### config.mk
export PLATFORM = sky130hd
export DESIGN_NAME = spq_cell
export DESIGN_NICKNAME = d
export VERILOG_FILES = /design/src/rtl/spq_pkg.sv /design/src/rtl/spq_cell.sv
export SDC_FILE = /design/constraint.sdc
export NUM_CORES = 1
export LEC_CHECK = 0
export BUFFER_PORTS_ARGS = -buffer_cell sky130_fd_sc_hd__buf_2
export CORE_MARGIN = 3
export CORE_UTILIZATION = 48
export CTS_CLUSTER_SIZE = 30
export DETAILED_ROUTE_END_ITERATION = 8
export GPL_TIMING_DRIVEN = 0
export PLACE_DENSITY = 0.86
export SLEW_MARGIN = 40
export SYNTH_ARGS = -nofsm -noshare
export SYNTH_HDL_FRONTEND = slang
export SYNTH_SLANG_ARGS = --single-unit
### constraint.sdc
create_clock -name clk -period 3.5 [get_ports clk]
set_clock_uncertainty 0.15 [all_clocks]
set_input_delay 0.35 -clock clk [delete_from_list [all_inputs] [get_ports clk]]
set_output_delay 0.35 -clock clk [all_outputs]
set_load 0.02 [all_outputs]
### src/rtl/spq_pkg.sv
// ----------------------------------------------------------------------------
// Sorted priority queue package
// Types, codes and sizes shared by the queue cells, top level and checker.
// ----------------------------------------------------------------------------
`timescale 1ns / 1ps

package spq_pkg;

    localparam int DEPTH = 64;
    localparam int CNT_W = $clog2(DEPTH + 1);

    typedef enum logic [1:0] {
        KIND_PUSH   = 2'd0,
        KIND_POP    = 2'd1,
        KIND_TOP    = 2'd2,
        KIND_SEARCH = 2'd3
    } kind_t;

    typedef enum logic [1:0] {
        MODE_LE = 2'd0,
        MODE_LT = 2'd1,
        MODE_GE = 2'd2,
        MODE_GT = 2'd3
    } order_t;

    typedef enum logic [1:0] {
        STAT_OK    = 2'd0,
        STAT_EMPTY = 2'd1,
        STAT_FULL  = 2'd2
    } status_t;

    typedef enum logic [1:0] {
        ST_IDLE  = 2'd0,
        ST_CMP   = 2'd1,
        ST_APPLY = 2'd2
    } state_t;

    typedef enum logic [1:0] {
        CELL_HOLD       = 2'd0,
        CELL_LOAD_NEW   = 2'd1,
        CELL_FROM_LEFT  = 2'd2,
        CELL_FROM_RIGHT = 2'd3
    } cell_op_t;

    typedef struct packed {
        logic     eval;
        cell_op_t op;
    } cell_ctrl_t;

    typedef struct packed {
        logic signed [31:0] value;
        logic signed [31:0] prio;
    } ent_t;

    typedef struct packed {
        kind_t              kind;
        logic signed [31:0] item_value;
        logic signed [31:0] item_priority;
    } req_t;

    typedef struct packed {
        logic signed [31:0] out_value;
        logic signed [31:0] out_priority;
        logic               found;
        status_t            status;
        logic               now_empty;
    } rsp_t;

endpackage

### src/rtl/spq_cell.sv
// ----------------------------------------------------------------------------
// Sorted priority queue cell
// Holds one entry, compares it against the request and moves data along the row.
// ----------------------------------------------------------------------------
`timescale 1ns / 1ps

module spq_cell
(
    input  logic               clk,
    input  logic               rst_n,
    input  spq_pkg::cell_ctrl_t ctrl,
    input  spq_pkg::order_t    order_mode,
    input  logic               occupied,
    input  spq_pkg::ent_t      fresh,
    input  spq_pkg::ent_t      left,
    input  spq_pkg::ent_t      right,
    output spq_pkg::ent_t      ent,
    output logic               fail,
    output logic               match
);

    spq_pkg::ent_t ent_reg;
    spq_pkg::ent_t ent_next;
    logic          fail_reg;
    logic          fail_next;
    logic          match_reg;
    logic          match_next;
    logic          holds;

    // relation stored-before-new on priorities
    always_comb
    begin
        case (order_mode)
            spq_pkg::MODE_LE: holds = ent_reg.prio <= fresh.prio;
            spq_pkg::MODE_LT: holds = ent_reg.prio <  fresh.prio;
            spq_pkg::MODE_GE: holds = ent_reg.prio >= fresh.prio;
            spq_pkg::MODE_GT: holds = ent_reg.prio >  fresh.prio;
            default:          holds = 1'b0;
        endcase
    end

    always_comb
    begin
        // an empty slot always stops the scan
        fail_next  = ctrl.eval ? (!occupied || !holds) : fail_reg;
        match_next = ctrl.eval ? (occupied && (ent_reg.value == fresh.value)) : match_reg;
        case (ctrl.op)
            spq_pkg::CELL_HOLD:       ent_next = ent_reg;
            spq_pkg::CELL_LOAD_NEW:   ent_next = fresh;
            spq_pkg::CELL_FROM_LEFT:  ent_next = left;
            spq_pkg::CELL_FROM_RIGHT: ent_next = right;
            default:                  ent_next = ent_reg;
        endcase
    end

    always_ff @(posedge clk)
    begin
        ent_reg <= ent_next;
    end

    always_ff @(posedge clk or negedge rst_n)
    begin
        if (!rst_n)
        begin
            fail_reg  <= 1'b0;
            match_reg <= 1'b0;
        end
        else
        begin
            fail_reg  <= fail_next;
            match_reg <= match_next;
        end
    end

    assign ent   = ent_reg;
    assign fail  = fail_reg;
    assign match = match_reg;

endmodule

==> impl_summary.md <==
Global routing
Global routing used 26.7% of the available tracks across all layers. The number of antenna violations at the first check in global routing is 0. The residual overflow from global routing is 0. Entering global routing, the biggest net connects 36 pins. The wire length of the first global-routing pass is 21.6 mm.

The via count of the first global-routing pass came to 4502.

Power and ir drop
Across the VDD grid, the largest voltage drop is 0.000203 V. The leakage power figure is 3.12 nW. The completed layout was analyzed and its total power is 2.40 mW. In this run the power density over the cells is 388 nW/µm².

Floorplan
The vertical die dimension is 103 µm. The starting density of the core is 50.5%. The die area is 10600 µm².

The width of the die is 103 µm. In this run the standard cell core region covers 8930 µm². Pin placement for this block handled 266 I/O pins. The number of rows in the core area is 34.

Cells and area
The area used by sequential logic in the layout is 1970 µm². The count of nets after finishing is 958. The number of filler cells placed in the layout is 717. The number of cells in the finished layout apart from fillers is 839. The combined area of the multi-input logic cells is 2320 µm². The number of antenna diodes in the final layout is 0. The proportion of layout cells with a drive suffix above 1 is 39.4%. The register with the most flip-flops in the layout has 64 of them. The area added between synthesis and finish is 37.0%.

Timing
The post-layout worst setup margin is 1.42 ns. Setup repair after global routing left no endpoint under its margin. The final-layout setup total negative slack is 0 ns. The clock period could shrink to 2.08 ns.

Timing would allow up to 480 MHz. The remaining max-slew budget at the tightest pin is 62.6%. For the pin with the worst max-slew slack, the measured transition is 0.561 ns. The max-slew violation count is 0.

The final-report hold violation count is 0. In the finished design, the share of the clock period the worst path needs comes to 59.6%. Setup violations remaining at the end of the flow were counted as 0.

Logic synthesis
Counting instances in the post-synthesis netlist gives the leading cell types as 77 x a21oi_1, 67 x nor2_1, 65 x mux2i_1, 64 x edfxtp_1, 35 x inv_1. Synthesis inferred 66 register bits. The proportion of synthesized flip-flops having asynchronous set or reset is 3.03%.

The share of the Yosys chip area taken by registers is 43.7%. Yosys mapped a number of flops with a built-in enable equal to 64. Synthesis produced a netlist whose cell count is 450.

The largest area contributor in the synthesized netlist is edfxtp_1. The most used standard cell by instance count after synthesis is a21oi_1. Summed over its instances, the top area cell type makes up 42.6% of the synthesized netlist area.

For this run, the leading register cell type out of synthesis is edfxtp_1. Averaged over all synthesized cells, the footprint is 10.0 µm². The count of cell types in the netlist is 30. In the post-synthesis netlist, the biggest area contributors are edfxtp_1 43%, mux2i_1 14%, ha_1 8.9%, a21oi_1 8.5%, nor2_1 5.6%. The count of warnings emitted by yosys is 0. The cell area that synthesis handed to floorplanning was 4510 µm². The number of nets in the synthesized netlist is 682.

Place
The count of input and output buffers is 263. The congestion estimate from routability-driven global placement came to 0.864. Once placement completed, the tool counted placed cells totaling 822. Before CTS, the worst setup slack after placement is 1.25 ns.

Detailed placement finished with a half-perimeter wire length of 12.1 mm.

Clock tree
The root buffer selected by CTS is clkbuf_8. Buffers inserted during clock tree synthesis total 9. TritonCTS built the clock tree. The maximum count of clock buffers along a single path is 2. The CTS H-tree depth is 3. The clock insertion delay at the later pin of the skew report is 0.34 ns. The clock sink count is 66.

The setup fix buffers added after clock tree synthesis is 0. The clock transition at the registers of the reported paths is 0.08 ns.

Detailed routing
In this run the remaining antenna-violating nets after routing total 0. The ratio of routed vias to standard cells is 5.33. The topmost layer with routed signal wires is met4. The count of unresolved DRC violations after routing is 0. Summed over all nets, wire length on met3 after detailed routing comes to 1.23 mm. Detailed routing inserted a total of 4474 vias. The first TritonRoute pass finished after 6 iterations. In the detailed route, the total length drawn on met2 is 7.69 mm.

The wire length on met1 is 5.58 mm. The first routing iteration left 108 violations. In the final routed layout, each cell accounts on average for 17.7 µm. The total wire length after detailed routing is 14.8 mm.

Job
Across the run, the number of max-cap violations was 0.

Hold path
Along the worst hold path, the cell count comes to 2. The min-delay analysis places its worst path in the category in -> reg.

Setup path
The category of the worst setup path launch point is a flip-flop. The critical path capture point type is a flip-flop. The maximum fanout count along the critical path is 4. Across all register-to-register paths, the minimum setup slack is 1.42 ns. STA puts the critical path data required time at 3.55 ns. At the worst endpoint, the arrival time is 2.14 ns. For the worst flop-to-flop path, the logic depth is 6. The critical path class is reg -> reg.

Status
The run finished with clean final reports.
stage by stage:
| step | cell area, µm² | hold WS, ns | util, % |
|---|---|---|---|
| floorplan | 4510 | -0.0956 | - |
| global placement | 5960 | -0.0118 | 66.8 |
| detailed placement | 5990 | -0.00859 | 67.0 |
| CTS | 6180 | 0.116 | 69.2 |
| global route | 6180 | 0.126 | 69.2 |
| finish | 6180 | 0.139 | 69.2 |
critical path: stages, from the launching register on:
cell and delay [ns]:
edfxtp_1 0.43, ha_1 0.34, nand4_1 0.20, nor4_2 0.39
nand4_1 0.18, o2111ai_1 0.16, mux2i_1 0.11
placed cells by master, fill, tap and decap left out, types with 8 or more instances in the layout:
master    instances
a21oi_1          77
buf_2           270
clkbuf_1         12
clkbuf_8          9
edfxtp_1         64
ha_1             32
inv_1            35
mux2i_1          65
nand2_1           9
nand4_1          11
nor2_1           67
nor4_1            8
xor2_1           28
where the power goes:
part | internal, mW | switching [mW] | total (mW)
registers | 0.980 | 0.0637 | 1.04
logic | 0.302 | 0.422 | 0.724
clock network | 0.321 | 0.310 | 0.631
total | 1.60 | 0.796 | 2.40
final cells by class:
class | count | share of cell area [%]
flip-flops and latches | 66 | 31.9
clock inverters | 7 | 0.972
well taps | 108 | 2.19
inverters | 35 | 2.13
plain buffers | 21 | 1.42
repair buffers | 265 | 21.8
multi-input cells | 328 | 37.6
clock buffers | 9 | 2.00
timing repair:
action / in CTS / in global routing
hold endpoints to repair: 2 / 0
hold buffers: 1 / 0
setup endpoints to repair: 0 / 0
gates resized for setup: 0 / 0
routing by layer:
| layer | GRT usage (%) | up-vias |
|---|---|---|
| met5 | 0 | - |
| met4 | 9.76 | 0 |
| met3 | 7.31 | 25 |
| met2 | 48.3 | 202 |
| met1 | 29.9 | 2062 |
| li1 | - | 2185 |
worst paths after layout:
check | from | to
setup / recovery | ent[25]$_DFFE_PP_ | fail$_DFFE_PN0P_
hold / removal | ctrl[2] | match$_DFFE_PN0P_
max in group asynchronous | rst_n | fail$_DFFE_PN0P_
min in group asynchronous | rst_n | match$_DFFE_PN0P_
setup reg to reg | ent[25]$_DFFE_PP_ | fail$_DFFE_PN0P_
hold reg to reg | match$_DFFE_PN0P_ | match$_DFFE_PN0P_
logic make-up (layout without fill, tap and decap cells):
| family | Yosys count | in the layout | share of synthesized area [%] |
|---|---|---|---|
| adder cells (fa/ha/maj) | 32 | 32 | 8.87 |
| flip-flops | 66 | 66 | 43.7 |
| AO/OA/AOI/OAI | 92 | 92 | 11.1 |
| buffers and inverters | 56 | 337 | 4.85 |
| XOR/XNOR | 32 | 32 | 6.21 |
| multiplexers | 65 | 65 | 14.4 |
| AND/OR/NAND/NOR | 107 | 107 | 10.9 |
Note: power is estimated with default switching activity, not from simulation.
